<file path="src/rtl/numlit_pkg.sv">
// numlit_pkg: types and character constants for the numeric literal recognizer
// no dependencies; used by numlit_step and numeric_literal_recognizer
`default_nettype none

package numlit_pkg;

    localparam logic [7:0] CHAR_PLUS    = 8'h2B;
    localparam logic [7:0] CHAR_MINUS   = 8'h2D;
    localparam logic [7:0] CHAR_DOT     = 8'h2E;
    localparam logic [7:0] CHAR_ZERO    = 8'h30;
    localparam logic [7:0] CHAR_NINE    = 8'h39;
    localparam logic [7:0] CHAR_UPPER_E = 8'h45;
    localparam logic [7:0] CHAR_LOWER_E = 8'h65;

    typedef enum logic [7:0] {
        PH_START   = 8'b0000_0001,
        PH_SIGN    = 8'b0000_0010,
        PH_INT     = 8'b0000_0100,
        PH_FRAC    = 8'b0000_1000,
        PH_EXP     = 8'b0001_0000,
        PH_EXPSIGN = 8'b0010_0000,
        PH_EXPDIG  = 8'b0100_0000,
        PH_DEAD    = 8'b1000_0000
    } phase_t;

    typedef struct packed {
        phase_t phase;
        logic   digit_seen;
        logic   integer_ok;
        logic   number_ok;
    } step_res_t;

endpackage

`default_nettype wire

</file>
<file path="src/rtl/numlit_if.sv">
// numlit_in_if, numlit_out_if: valid/ready channels for byte beats and verdict beats
// no dependencies
`default_nettype none

interface numlit_in_if;
    logic       valid;
    logic       ready;
    logic [7:0] char_code;
    logic       final_char;

    modport source (output valid, output char_code, output final_char, input ready);
    modport sink (input valid, input char_code, input final_char, output ready);
endinterface

interface numlit_out_if;
    logic valid;
    logic ready;
    logic integer_ok;
    logic number_ok;
    logic token_end;

    modport source (output valid, output integer_ok, output number_ok, output token_end,
                     input ready);
    modport sink (input valid, input integer_ok, input number_ok, input token_end,
                  output ready);
endinterface

`default_nettype wire

</file>
<file path="src/rtl/numlit_step.sv">
// numlit_step: next parse phase and verdict flags for one byte
// depends on numlit_pkg
`default_nettype none

module numlit_step (
    input  wire numlit_pkg::phase_t    phase,
    input  wire logic                  digit_seen,
    input  wire logic [7:0]            char_code,
    output numlit_pkg::step_res_t      res
);

    logic               is_digit;
    logic               is_sign;
    logic               is_exp;
    logic               is_dot;
    numlit_pkg::phase_t ph_next;
    logic               seen_next;

    assign is_digit = (char_code >= numlit_pkg::CHAR_ZERO) &&
                      (char_code <= numlit_pkg::CHAR_NINE);
    assign is_sign  = (char_code == numlit_pkg::CHAR_PLUS) ||
                      (char_code == numlit_pkg::CHAR_MINUS);
    assign is_exp   = (char_code == numlit_pkg::CHAR_UPPER_E) ||
                      (char_code == numlit_pkg::CHAR_LOWER_E);
    assign is_dot   = (char_code == numlit_pkg::CHAR_DOT);

    always_comb
    begin
        ph_next   = numlit_pkg::PH_DEAD;
        seen_next = digit_seen;
        case (phase)
            numlit_pkg::PH_START:
            begin
                if (is_sign)
                    ph_next = numlit_pkg::PH_SIGN;
                else if (is_digit)
                begin
                    ph_next   = numlit_pkg::PH_INT;
                    seen_next = 1'b1;
                end
                else if (is_dot)
                    ph_next = numlit_pkg::PH_FRAC;
            end
            numlit_pkg::PH_SIGN:
            begin
                if (is_digit)
                begin
                    ph_next   = numlit_pkg::PH_INT;
                    seen_next = 1'b1;
                end
                else if (is_dot)
                    ph_next = numlit_pkg::PH_FRAC;
            end
            numlit_pkg::PH_INT:
            begin
                if (is_digit)
                    ph_next = numlit_pkg::PH_INT;
                else if (is_dot)
                    ph_next = numlit_pkg::PH_FRAC;
                else if (is_exp)
                    ph_next = numlit_pkg::PH_EXP;
            end
            numlit_pkg::PH_FRAC:
            begin
                if (is_digit)
                begin
                    ph_next   = numlit_pkg::PH_FRAC;
                    seen_next = 1'b1;
                end
                else if (is_exp && digit_seen)
                    ph_next = numlit_pkg::PH_EXP;
            end
            numlit_pkg::PH_EXP:
            begin
                if (is_sign)
                    ph_next = numlit_pkg::PH_EXPSIGN;
                else if (is_digit)
                    ph_next = numlit_pkg::PH_EXPDIG;
            end
            numlit_pkg::PH_EXPSIGN,
            numlit_pkg::PH_EXPDIG:
            begin
                if (is_digit)
                    ph_next = numlit_pkg::PH_EXPDIG;
            end
            default:
            begin
                ph_next = numlit_pkg::PH_DEAD;
            end
        endcase
    end

    assign res.phase      = ph_next;
    assign res.digit_seen = seen_next;
    assign res.integer_ok = (ph_next == numlit_pkg::PH_INT);
    assign res.number_ok  = (ph_next == numlit_pkg::PH_INT) ||
                            ((ph_next == numlit_pkg::PH_FRAC) && seen_next) ||
                            (ph_next == numlit_pkg::PH_EXPDIG);

endmodule

`default_nettype wire

</file>
<file path="src/rtl/numeric_literal_recognizer.sv">
// numeric_literal_recognizer: top level, byte register, parse state and verdict register
// depends on numlit_pkg, numlit_if, numlit_step
//
// usage:
//   src_ch carries one byte of a text token per beat, with final_char set on the
//   last byte. res_ch returns one verdict beat per byte: integer_ok says the
//   prefix so far is a signed integer, number_ok says it is a decimal number
//   with optional exponent, token_end copies final_char.
//   a byte passes through the byte register, then the verdict register, before
//   its verdict beat is valid on res_ch.
//   throughput: one byte per cycle while res_ch is ready; the parse state is
//   updated from the byte register as each byte advances, so consecutive
//   bytes follow back to back.
//   stall: when res_ch is not ready the verdict register holds and the byte
//   register still takes one more beat; src_ch.ready drops once both are full.
//   reset: rst_n clears both stages and puts the parse state at token start.
//   after a byte with final_char set the parse state returns to token start.
`default_nettype none

module numeric_literal_recognizer (
    input  wire logic   clk,
    input  wire logic   rst_n,
    numlit_in_if.sink   src_ch,
    numlit_out_if.source res_ch
);

    logic                  in_valid_reg;
    logic [7:0]            char_reg;
    logic                  final_reg;
    numlit_pkg::phase_t    phase_reg;
    logic                  seen_reg;
    logic                  out_valid_reg;
    logic                  integer_ok_reg;
    logic                  number_ok_reg;
    logic                  token_end_reg;
    logic                  out_free;
    logic                  stage_adv;
    numlit_pkg::step_res_t step_res;

    assign out_free     = !out_valid_reg || res_ch.ready;
    assign stage_adv    = in_valid_reg && out_free;
    assign src_ch.ready = !in_valid_reg || out_free;

    numlit_step u_step (
        .phase      (phase_reg),
        .digit_seen (seen_reg),
        .char_code  (char_reg),
        .res        (step_res)
    );

    // byte register
    always_ff @(posedge clk or negedge rst_n)
    begin
        if (!rst_n)
            in_valid_reg <= 1'b0;
        else if (src_ch.ready)
            in_valid_reg <= src_ch.valid;
    end

    always_ff @(posedge clk)
    begin
        if (src_ch.valid && src_ch.ready)
        begin
            char_reg  <= src_ch.char_code;
            final_reg <= src_ch.final_char;
        end
    end

    // parse state
    always_ff @(posedge clk or negedge rst_n)
    begin
        if (!rst_n)
        begin
            phase_reg <= numlit_pkg::PH_START;
            seen_reg  <= 1'b0;
        end
        else if (stage_adv)
        begin
            if (final_reg)
            begin
                phase_reg <= numlit_pkg::PH_START;
                seen_reg  <= 1'b0;
            end
            else
            begin
                phase_reg <= step_res.phase;
                seen_reg  <= step_res.digit_seen;
            end
        end
    end

    // verdict register
    always_ff @(posedge clk or negedge rst_n)
    begin
        if (!rst_n)
            out_valid_reg <= 1'b0;
        else if (out_free)
            out_valid_reg <= in_valid_reg;
    end

    always_ff @(posedge clk)
    begin
        if (stage_adv)
        begin
            integer_ok_reg <= step_res.integer_ok;
            number_ok_reg  <= step_res.number_ok;
            token_end_reg  <= final_reg;
        end
    end

    assign res_ch.valid      = out_valid_reg;
    assign res_ch.integer_ok = integer_ok_reg;
    assign res_ch.number_ok  = number_ok_reg;
    assign res_ch.token_end  = token_end_reg;

endmodule

`default_nettype wire

</file>
<file path="src/flat_wrapper.sv">
// flat-port wrapper written by rule: the top's interface ports become plain ports
module numeric_literal_recognizer_flat 
  (clk, rst_n, src_ch_valid, src_ch_char_code, src_ch_final_char, src_ch_ready, res_ch_valid, res_ch_integer_ok, res_ch_number_ok, res_ch_token_end, res_ch_ready);
  numlit_in_if src_ch_i ();
  numlit_out_if res_ch_i ();
  input  wire logic clk;
  input  wire logic rst_n;
  input wire logic [$bits(src_ch_i.valid)-1:0] src_ch_valid;
  input wire logic [$bits(src_ch_i.char_code)-1:0] src_ch_char_code;
  input wire logic [$bits(src_ch_i.final_char)-1:0] src_ch_final_char;
  output wire logic [$bits(src_ch_i.ready)-1:0] src_ch_ready;
  output wire logic [$bits(res_ch_i.valid)-1:0] res_ch_valid;
  output wire logic [$bits(res_ch_i.integer_ok)-1:0] res_ch_integer_ok;
  output wire logic [$bits(res_ch_i.number_ok)-1:0] res_ch_number_ok;
  output wire logic [$bits(res_ch_i.token_end)-1:0] res_ch_token_end;
  input wire logic [$bits(res_ch_i.ready)-1:0] res_ch_ready;
  assign src_ch_i.valid = src_ch_valid;
  assign src_ch_i.char_code = src_ch_char_code;
  assign src_ch_i.final_char = src_ch_final_char;
  assign src_ch_ready = src_ch_i.ready;
  assign res_ch_valid = res_ch_i.valid;
  assign res_ch_integer_ok = res_ch_i.integer_ok;
  assign res_ch_number_ok = res_ch_i.number_ok;
  assign res_ch_token_end = res_ch_i.token_end;
  assign res_ch_i.ready = res_ch_ready;
  numeric_literal_recognizer u_core (.clk(clk), .rst_n(rst_n), .src_ch(src_ch_i), .res_ch(res_ch_i));
endmodule
</file>
<file path="config.mk">
export PLATFORM = sky130hd
export DESIGN_NAME = numeric_literal_recognizer_flat
export DESIGN_NICKNAME = d
export VERILOG_FILES = /design/src/rtl/numlit_pkg.sv /design/src/rtl/numlit_if.sv /design/src/rtl/numlit_step.sv /design/src/rtl/numeric_literal_recognizer.sv /design/src/flat_wrapper.sv
export SDC_FILE = /design/constraint.sdc
export NUM_CORES = 1
export LEC_CHECK = 0
export BUFFER_PORTS_ARGS = -buffer_cell sky130_fd_sc_hd__buf_4
export CORE_MARGIN = 2
export CORE_UTILIZATION = 49
export CTS_CLUSTER_SIZE = 24
export DETAILED_ROUTE_END_ITERATION = 16
export PLACE_DENSITY = 0.72
export REMOVE_ABC_BUFFERS = 1
export SYNTH_ARGS = -nofsm -noshare
export SYNTH_HDL_FRONTEND = slang
export SYNTH_SLANG_ARGS = --single-unit
</file>
<file path="constraint.sdc">
create_clock -name clk -period 2.7 [get_ports clk]
set_input_delay 0.405 -clock clk [delete_from_list [all_inputs] [get_ports clk]]
set_output_delay 0.405 -clock clk [all_outputs]
set_load 0.1 [all_outputs]
</file>
==> run metrics, run 1 <==
status=completed; CP Capture Type=register; Crit Path Category=reg2reg; Yosys top cell by area=edfxtp_1; final net count=~150; Detailed Place HPWL=roughly 1.9 mm; Max clock buf depth=2; Final Setup Violations=0; startpoint class of the critical path=register; detail-routed via count per cell=5.84; peak fanout along the critical path=5; number of diodes=0; P_leak=0.000557 µW; hold depth=1; Post-synth EDFFs=12; Yosys cell types=43; RSZ-0062 raised after global routing=no; CP max stage delay=0.51 ns; Worst EP required=2.85 ns; vias=between 900 and 1000; WHS Endpoint=u_core.final_reg; Design Area, Final=1420 µm²; final hold violations=0; Layout fillers=around 200; 1st-pass router iterations=4; Post-synth ARST share=47.8%; Placer Congestion=0.950; Hold WC Path Type=in2reg; Fmax=497 MHz; Seq cells post-synth=23; CTS tree=built; Tightest Pin Transition=0.490 ns; Hold WS=around 0.26 ns; post-synthesis sequential area ratio=around 52%; worst skew pair latency=~0.31 ns; Final Power=726 µW; Max H-tree Level=1; Register-to-Register Path Depth=5; clock root buffer=clkbuf_4; Placement Rows=18; number of antenna violations at the first check in global routing=0; warnings from Yosys=0; CTS buffer count=3; CP delay by family, top=simple AND/OR/NAND/NOR gates; Core Region=2410 µm²; Final period util=74.5%; share of the synthesized area in the top cell type=29.5%; Starting Density=roughly half; Syn Area/Cell=11.0 µm²; Worst slew margin=67.1%; Area contributors post-synth=edfxtp_1 30%, dfrtp_1 21%, nand2_1 4.9%; largest net degree at the start of global routing=14; pwr/cell area=512 nW/µm²; fin. max-slew vios=0; GRT Total Usage=19.5%; placed cell areas=between 1000 and 1500 µm²; Synth Cell Area=1220 µm²; die footprint=2900 µm²; clk slew on worst S/H paths=0.12 ns; Layout area overhead=16.3%; count of input and output buffers=17; Synth Instances=111; quantity of gates resized following cts=0; number of global-route vias before repair=848; min-delay src=src_ch_final_char; fin crit period=2.01 ns; ys flop type=edfxtp_1; Reg2Reg Capture Point=u_core.res_ch.number_ok; Reg-to-Reg Start=u_core.phase_reg[4]; Multi-input gate area=between 500 and 600 µm²; first-pass GRT wire length=3.93 mm; Critical Path AT=2.16 ns; hold_buf cts=1; clk_skew=0.0123 ns; DR WL/cell=14.5 µm; number of max-cap violations=0; DRC=0; # clock sinks=23; IO Count=18; critical path cell sequence=nor4_2 > and4b_1 > o21bai_2 > o221ai_2 > o211ai_1; R2R Setup Slk=just under 0.7 ns; drt total wl=2.35 mm; ANT nets after route=0; # Post-CTS Setup Buffers=0; share of cells above drive strength 1=23.5%; die width=around 54 µm; Worst VDD drop=0.321 mV; critical path's slowest cell=nor4_2; total grt overflow=0; worst path bufs/invs=0; Die Y-Extent=53.9 µm; DR iter-0 viols=33; Register Area=637 µm²
metal layers:
metal  wire length (µm)  GRT usage [%]  part of all wire [%]
met1               1010           25.6                    43
met3                113           3.33                   4.8
met2               1160           30.7                    50
met4                 55           10.7                   2.3
met5                  0              0                     0
layout by cell type (no fill, tap or decap), types with 2 or more instances in the layout:
master	n
nand3b_1	4
o21ai_1	3
nor3_1	3
buf_4	17
and2_1	2
a31oi_1	2
a21oi_1	6
nand4b_1	2
inv_1	3
xor2_1	2
nand2_1	16
a211oi_1	3
nor2_1	9
o211ai_1	2
nand2b_1	5
dfrtp_1	10
clkbuf_4	3
edfxtp_1	12
final cells by class:
cell class              count  area share [%]
flip-flops and latches     23            44.9
multi-input cells          84            40.0
repair buffers             18            9.70
well taps                  30            2.65
clock buffers               3            1.59
inverters                   3           0.794
clock inverters             1           0.353
synth_stat cells (all sizes together) (3+ instances only):
cell type  number
inv             3
o21ai           4
a211oi          3
nor2            9
nor3            3
dfrtp          10
nand3b          4
nand2          16
a21oi           6
nand2b          5
edfxtp         12
how the worst max path moves through the flow:
stage                                    from                 endpoint  slack (ns)  cells past startpoint
final                     u_core.phase_reg[4]  u_core.res_ch.number_ok        0.69                      5
after global routing      u_core.phase_reg[4]  u_core.res_ch.number_ok        0.63                      5
after CTS                 u_core.phase_reg[4]  u_core.res_ch.number_ok        0.70                      5
after detailed placement  u_core.phase_reg[4]  u_core.res_ch.number_ok        0.74                      5
after global placement    u_core.phase_reg[4]  u_core.res_ch.number_ok        0.73                      5
after floorplan           u_core.res_ch.valid       u_core.char_reg[0]       -0.12                      2
metrics by stage:
stage | TNS (ns) | worst slack (ns) | util, % | instances
floorplan | -1.06 | -0.118 | - | 110
global placement | 0 | 0.725 | 57.3 | 157
detailed placement | 0 | 0.742 | 57.3 | 157
CTS | 0 | 0.702 | 58.9 | 162
global route | 0 | 0.625 | 58.9 | 162
finish | 0 | 0.688 | 58.9 | 162
report_power, final:
| part | switching, µW | internal, µW |
|---|---|---|
| registers | 22.2 | 395 |
| logic | 104 | 55.1 |
| clock network | 94.1 | 55.3 |
| total | 221 | 505 |
kinds of logic (layout without fill, tap and decap cells):
family / count (synthesis) / in the layout / synth area share, %
xor+xnor: 3 / 3 / 2.77
mux: 1 / 1 / 0.923
simple gates: 54 / 54 / 26.6
buf+inv: 4 / 25 / 1.23
compound gates: 26 / 26 / 16.3
flops: 23 / 23 / 52.2
Note: power is estimated with default switching activity, not from simulation.
==> run 2: changes to the inputs <==
--- a/config.mk
+++ b/config.mk
@@ -5,6 +5,7 @@
 export SDC_FILE = /design/constraint.sdc
 export NUM_CORES = 1
 export LEC_CHECK = 0
+export ABC_AREA = 1
 export BUFFER_PORTS_ARGS = -buffer_cell sky130_fd_sc_hd__buf_4
 export CORE_MARGIN = 2
 export CORE_UTILIZATION = 49
==> constraint.sdc (replaced) <==
create_clock -name clk -period 1.95 [get_ports clk]
set_input_delay 0.2925 -clock clk [delete_from_list [all_inputs] [get_ports clk]]
set_output_delay 0.2925 -clock clk [all_outputs]
set_load 0.1 [all_outputs]
==> run metrics, run 2 <==
status=completed; Synth top cells by count=41 x nand2_1, 22 x inv_1, 19 x nor2_1; Tightest Pin Transition=0.333 ns; total grt overflow=0; # clock sinks=23; Synth Area in Compound Gates=a little under 7%; CTS tree=built; clk slew on worst S/H paths=0.13 ns; Max H-tree Level=1; Synth Instances=155; Yosys cell types=24; detail-routed via count per cell=5.19; count leader, synth=nand2_1; Worst slew margin=around 80%; worst skew pair latency=~0.31 ns; R2R Setup Slk=0.40 ns; Yosys top cell by area=edfxtp_1; Final Setup Violations=0; commonest cells after routing, fill and taps aside=41 x nand2_1, 22 x inv_1, 19 x nor2_1, 17 x buf_4, 15 x nand3_1; Design Area, Final=1490 µm²; placed cell areas=1450 µm²; final net count=about 190; Placement Rows=18; share of the synthesized area in the top cell type=28.0%; Detailed Place HPWL=2.10 mm; die footprint=3050 µm²; Seq cells post-synth=23; min-delay src=src_ch_char_code[5]; clk_skew=roughly 0.014 ns; Worst VDD drop=~0.59 mV; Reg-to-Reg Start=u_core.phase_reg[0]; Synth Area in XOR/XNOR=0.680%; hold depth=1; Syn Area/Cell=8.31 µm²; # Post-CTS Setup Buffers=0; Register-to-Register Path Depth=7; number of global-route vias before repair=1060; dpl ws=0.388 ns; number of diodes=0; DRC=0; count of input and output buffers=17; Final period util=79.5%; GRT Total Usage=about a fifth; WHS Endpoint=u_core.char_reg[5]; Final Power=1230 µW; pwr/cell area=slightly above 800 nW/µm²; post-layout util=60.2%; number of max-cap violations=0; number of antenna violations at the first check in global routing=0; startpoint class of the critical path=register; ANT nets after route=0; post-synthesis mux area share=0%; CTS buffer count=3; Simple-Gate Fraction of Synth Area=a little over a third; clock root buffer=clkbuf_4; warnings from Yosys=0; Worst EP required=2.04 ns; Core Region=2480 µm²; Synth Area in Adders=0%; CP Capture Type=register; DR iter-0 viols=31; fin. max-slew vios=0; Max clock buf depth=2; Worst Slack Setup Final=0.400 ns; drt total wl=2.60 mm; Area contributors post-synth=edfxtp_1 28%, dfrtp_1 19%, nand2_1 12%; final hold violations=0; Post-synth EDFFs=12; fin crit period=1.55 ns; post-synthesis sequential area ratio=49.5%; 1st-pass router iterations=4; Hold WS=between 0.1 and 0.15 ns; first-pass GRT wire length=4.51 mm; most common cell after layout, fill and taps aside=nand2_1; Die Y-Extent=55.3 µm; peak fanout along the critical path=4; Layout area overhead=15.7%; Crit Path Category=reg2reg; main combinational cell family by area after synthesis=simple AND/OR/NAND/NOR gates; Fmax=645 MHz; P_leak=0.000711 µW; ys flop type=edfxtp_1; IO Count=18; Post-synth ARST share=47.8%; DR WL/cell=between 10 and 15 µm; Hold WC Path Type=in2reg; largest net degree at the start of global routing=14; Critical Path AT=1.64 ns; Placer Congestion=0.953; share of cells above drive strength 1=~23%; vias=roughly 1100; Layout fillers=212; RSZ-0062 raised after global routing=no; Starting Density=52.0%; die width=55.3 µm; Reg2Reg Capture Point=u_core.res_ch.number_ok; Synth Cell Area=1290 µm²
[run 2: cell types whose count changed after synthesis, moves of 4 or more]
cell	previous run	this run
nor2_1	9	19
nand2_1	16	41
nand3_1	0	15
nor2_4	0	5
nand3b_1	4	0
a21oi_1	6	2
inv_1	3	22
nand2b_1	5	0
[run 2: metrics by stage]
| step | instances | setup TNS, ns |
|---|---|---|
| 2_1_floorplan | 155 | -7.60 |
| 3_3_place_gp | 202 | 0 |
| 3_5_place_dp | 202 | 0 |
| 4_1_cts | 207 | 0 |
| 5_1_grt | 207 | 0 |
| 6_report | 207 | 0 |
[run 2: worst max path at each step]
stage / endpoint / slack, ns / cells past startpoint / startpoint
4_1_cts: u_core.phase_reg[5] / 0.37 / 5 / u_core.res_ch.valid
3_3_place_gp: u_core.res_ch.number_ok / 0.44 / 7 / u_core.phase_reg[0]
5_1_grt: u_core.res_ch.number_ok / 0.20 / 7 / u_core.phase_reg[0]
6_report: u_core.res_ch.number_ok / 0.40 / 7 / u_core.phase_reg[0]
3_5_place_dp: u_core.phase_reg[5] / 0.39 / 7 / res_ch_ready
2_1_floorplan: u_core.char_reg[0] / -0.76 / 3 / u_core.res_ch.valid
[run 2: where the power goes]
part	internal (µW)	total (µW)	switching [µW]	leakage, µW
sequential	564	594	30.0	0.000261
combinational	116	418	302	0.000432
clock	76.6	221	145	0.0000177
total	757	1230	477	0.000711
[run 2: worst max-delay path, cell delays in order (launching register included)]
cell and delay, ns:
dfstp_2 0.55, inv_1 0.08, nand2_1 0.07, nor2_1 0.06, o21ai_1 0.27, nand3_1 0.14, nand3_1 0.11, nand3_1 0.06
[run 2: metal layers]
metal	routed length [µm]	global-route usage, %
met5	0	0
met4	51	8.01
met3	147	3.04
met2	1340	31.6
met1	1060	23.3
[run 2: cell families after synthesis]
logic type | Yosys count
AOI/OAI and AO/OA | 13
xor gates and xnor gates | 1
buffers and inverters | 24
DFF | 23
and+or+nand+nor | 94
[run 2: timing repair]
item                       in CTS  in global routing
hold endpoints to repair       11                  0
setup endpoints to repair       0                  0
hold buffers                    1                  0
gates resized for setup         0                  0
[run 2: area by class of cell]
| cell class | instances | area (µm²) | share of cell area [%] |
|---|---|---|---|
| Sequential cell | 23 | 637 | 42.7 |
| Clock buffer | 3 | 22.5 | 1.51 |
| Inverter | 24 | 92.6 | 6.21 |
| Tap cell | 30 | 37.5 | 2.52 |
| Clock inverter | 1 | 5.00 | 0.336 |
| Timing Repair Buffer | 18 | 138 | 9.24 |
| Multi-Input combinational cell | 108 | 558 | 37.4 |
==> run 3: changes to the inputs <==
==> constraint.sdc (replaced) <==
create_clock -name clk -period 1.5 [get_ports clk]
set_input_delay 0.225 -clock clk [delete_from_list [all_inputs] [get_ports clk]]
set_output_delay 0.225 -clock clk [all_outputs]
set_load 0.1 [all_outputs]
==> run metrics, run 3 (synthesis gave the netlist of run 2 again) <==
Worst path depth=8; status=finished, violations left; clock root buffer=clkbuf_4; CP delay by family, top=simple AND/OR/NAND/NOR gates; Sequential Power Share=45.3%; Starting Density=52.0%; Hold WS=0.0788 ns; Crit Path Category=reg2reg; critical path's slowest cell=dfrtp_1; total grt overflow=0; Hold WC Path Type=in2reg; critical path cell sequence=inv_1 > nand2_1 > nor2_2 > nand2_2 > nand4_1 > nand2_2 > nand3_2 > nand3_1; fin. max-slew vios=0; Final TNS setup=-0.0723 ns; detail-routed via count per cell=5.45; pwr/cell area=1040 nW/µm²; Worst VDD drop=0.814 mV; # clock sinks=23; Placed Instances=just over 200; switching pwr=about 700 µW; CP max stage delay=between 0.4 and 0.5 ns; commonest cells after routing, fill and taps aside=35 x nand2_1, 27 x buf_4, 19 x inv_1, 12 x edfxtp_1; Placement Rows=18; most common cell after layout, fill and taps aside=nand2_1; startpoint class of the critical path=register; Die Y-Extent=55.3 µm; P_leak=about 0.00077 µW; Max H-tree Level=1; failing checks=negative setup slack; Fmax=about 650 MHz; Worst EP required=1.58 ns; clock share of power=16.7%; Critical Path AT=1.62 ns; hold depth=1; share of cells above drive strength 1=a little over two fifths; Int Pwr=1040 µW; clk_skew=0.00401 ns; Detailed Place HPWL=2.13 mm; Final period util=103%; RSZ-0062 raised after global routing=yes; CTS buffer count=3; Worst slew margin=78.2%; Layout fillers=205; die footprint=3050 µm²; clk slew on worst S/H paths=0.12 ns; drt total wl=3.05 mm; worst skew pair latency=0.31 ns; number of global-route vias before repair=1064; die width=55.3 µm; DRC=0; vias=about 1200; Register-to-Register Path Depth=8; Core Region=2480 µm²; switching part of the total=39.8%; DR WL/cell=14.0 µm; Tightest Pin Transition=around 0.33 ns; final net count=roughly 200; fin crit period=around 1.5 ns; 1st-pass router iterations=4; CP Capture Type=register; Layout area overhead=28.7%; peak fanout along the critical path=4; number of antenna violations at the first check in global routing=0; number of max-cap violations=0; IO Count=18; Max clock buf depth=2; final hold violations=0; count of input and output buffers=17; ANT nets after route=0; number of diodes=0; Worst Slack Setup Final=-0.0411 ns; Final Setup Violations=4; Placer Congestion=1.02; worst path bufs/invs=1; GRT Total Usage=19.7%; DR iter-0 viols=37; fin cells=217; CTS tree=built; first-pass GRT wire length=4.77 mm; most frequent CP cell=nand2_2; largest net degree at the start of global routing=13; Comb pwr share=between 30 and 40%
[run 3: metrics by stage]
step	area [µm²]	utilization, %	setup WS [ns]	power [µW]
after floorplan	1290	-	-1.21	1200
after global placement	1480	59.8	0.0113	1330
after detailed placement	1480	59.8	-0.0219	1340
after CTS	1550	62.5	0.0000671	1640
after global routing	1660	66.9	-0.138	1820
final	1660	66.9	-0.0411	1730
[run 3: timing repair]
| item | CTS | global route |
|---|---|---|
| setup buffers | 2 | 4 |
| gates resized for setup | 6 | 26 |
| endpoints found under the setup margin | 1 | 8 |
| hold buffers | 1 | 0 |
| endpoints found under the hold margin | 11 | 0 |
| pin swaps | 4 | 16 |
[run 3: layer usage]
layer / part of all wire, % / vias to the layer above / GRT usage, %
li1: - / 569 / -
met1: 39 / 544 / 23.9
met2: 52 / 63 / 33.0
met3: 7.7 / 6 / 5.15
met4: 1.3 / 0 / 8.71
met5: 0 / - / 0
[run 3: worst reg2reg max path, stage by stage, from the launching register on]
cell	delay, ns
dfrtp_1	0.44
inv_1	0.13
nand2_1	0.10
nor2_2	0.18
nand2_2	0.12
nand4_1	0.15
nand2_2	0.08
nand3_2	0.06
nand3_1	0.05
[run 3: power by group through the flow]
stage	Clock [µW]	Combinational (µW)	Sequential (µW)
after floorplan	0	317	884
after global placement	0	546	783
after detailed placement	0	558	785
after CTS	291	573	777
after global routing	322	705	793
final	289	656	783
[run 3: area by class of cell]
cell class	count	area (µm²)	area share [%]
clock buffers	4	26.3	1.59
well taps	30	37.5	2.27
flip-flops and latches	23	641	38.7
repair buffers	28	213	12.8
multi-input cells	108	644	38.9
inverters	24	95.1	5.74
[run 3: worst paths after layout]
| kind | startpoint | endpoint | slack, ns |
|---|---|---|---|
| setup / recovery | u_core.phase_reg[3] | u_core.res_ch.number_ok | -0.04 |
| hold / removal | src_ch_final_char | u_core.final_reg | 0.08 |
| setup reg to reg | u_core.phase_reg[3] | u_core.res_ch.number_ok | -0.04 |
| hold reg to reg | u_core.final_reg | u_core.res_ch.token_end | 0.53 |
| max in group asynchronous | rst_n | u_core.phase_reg[0] | 1.01 |
| min in group asynchronous | rst_n | u_core.phase_reg[6] | 0.27 |
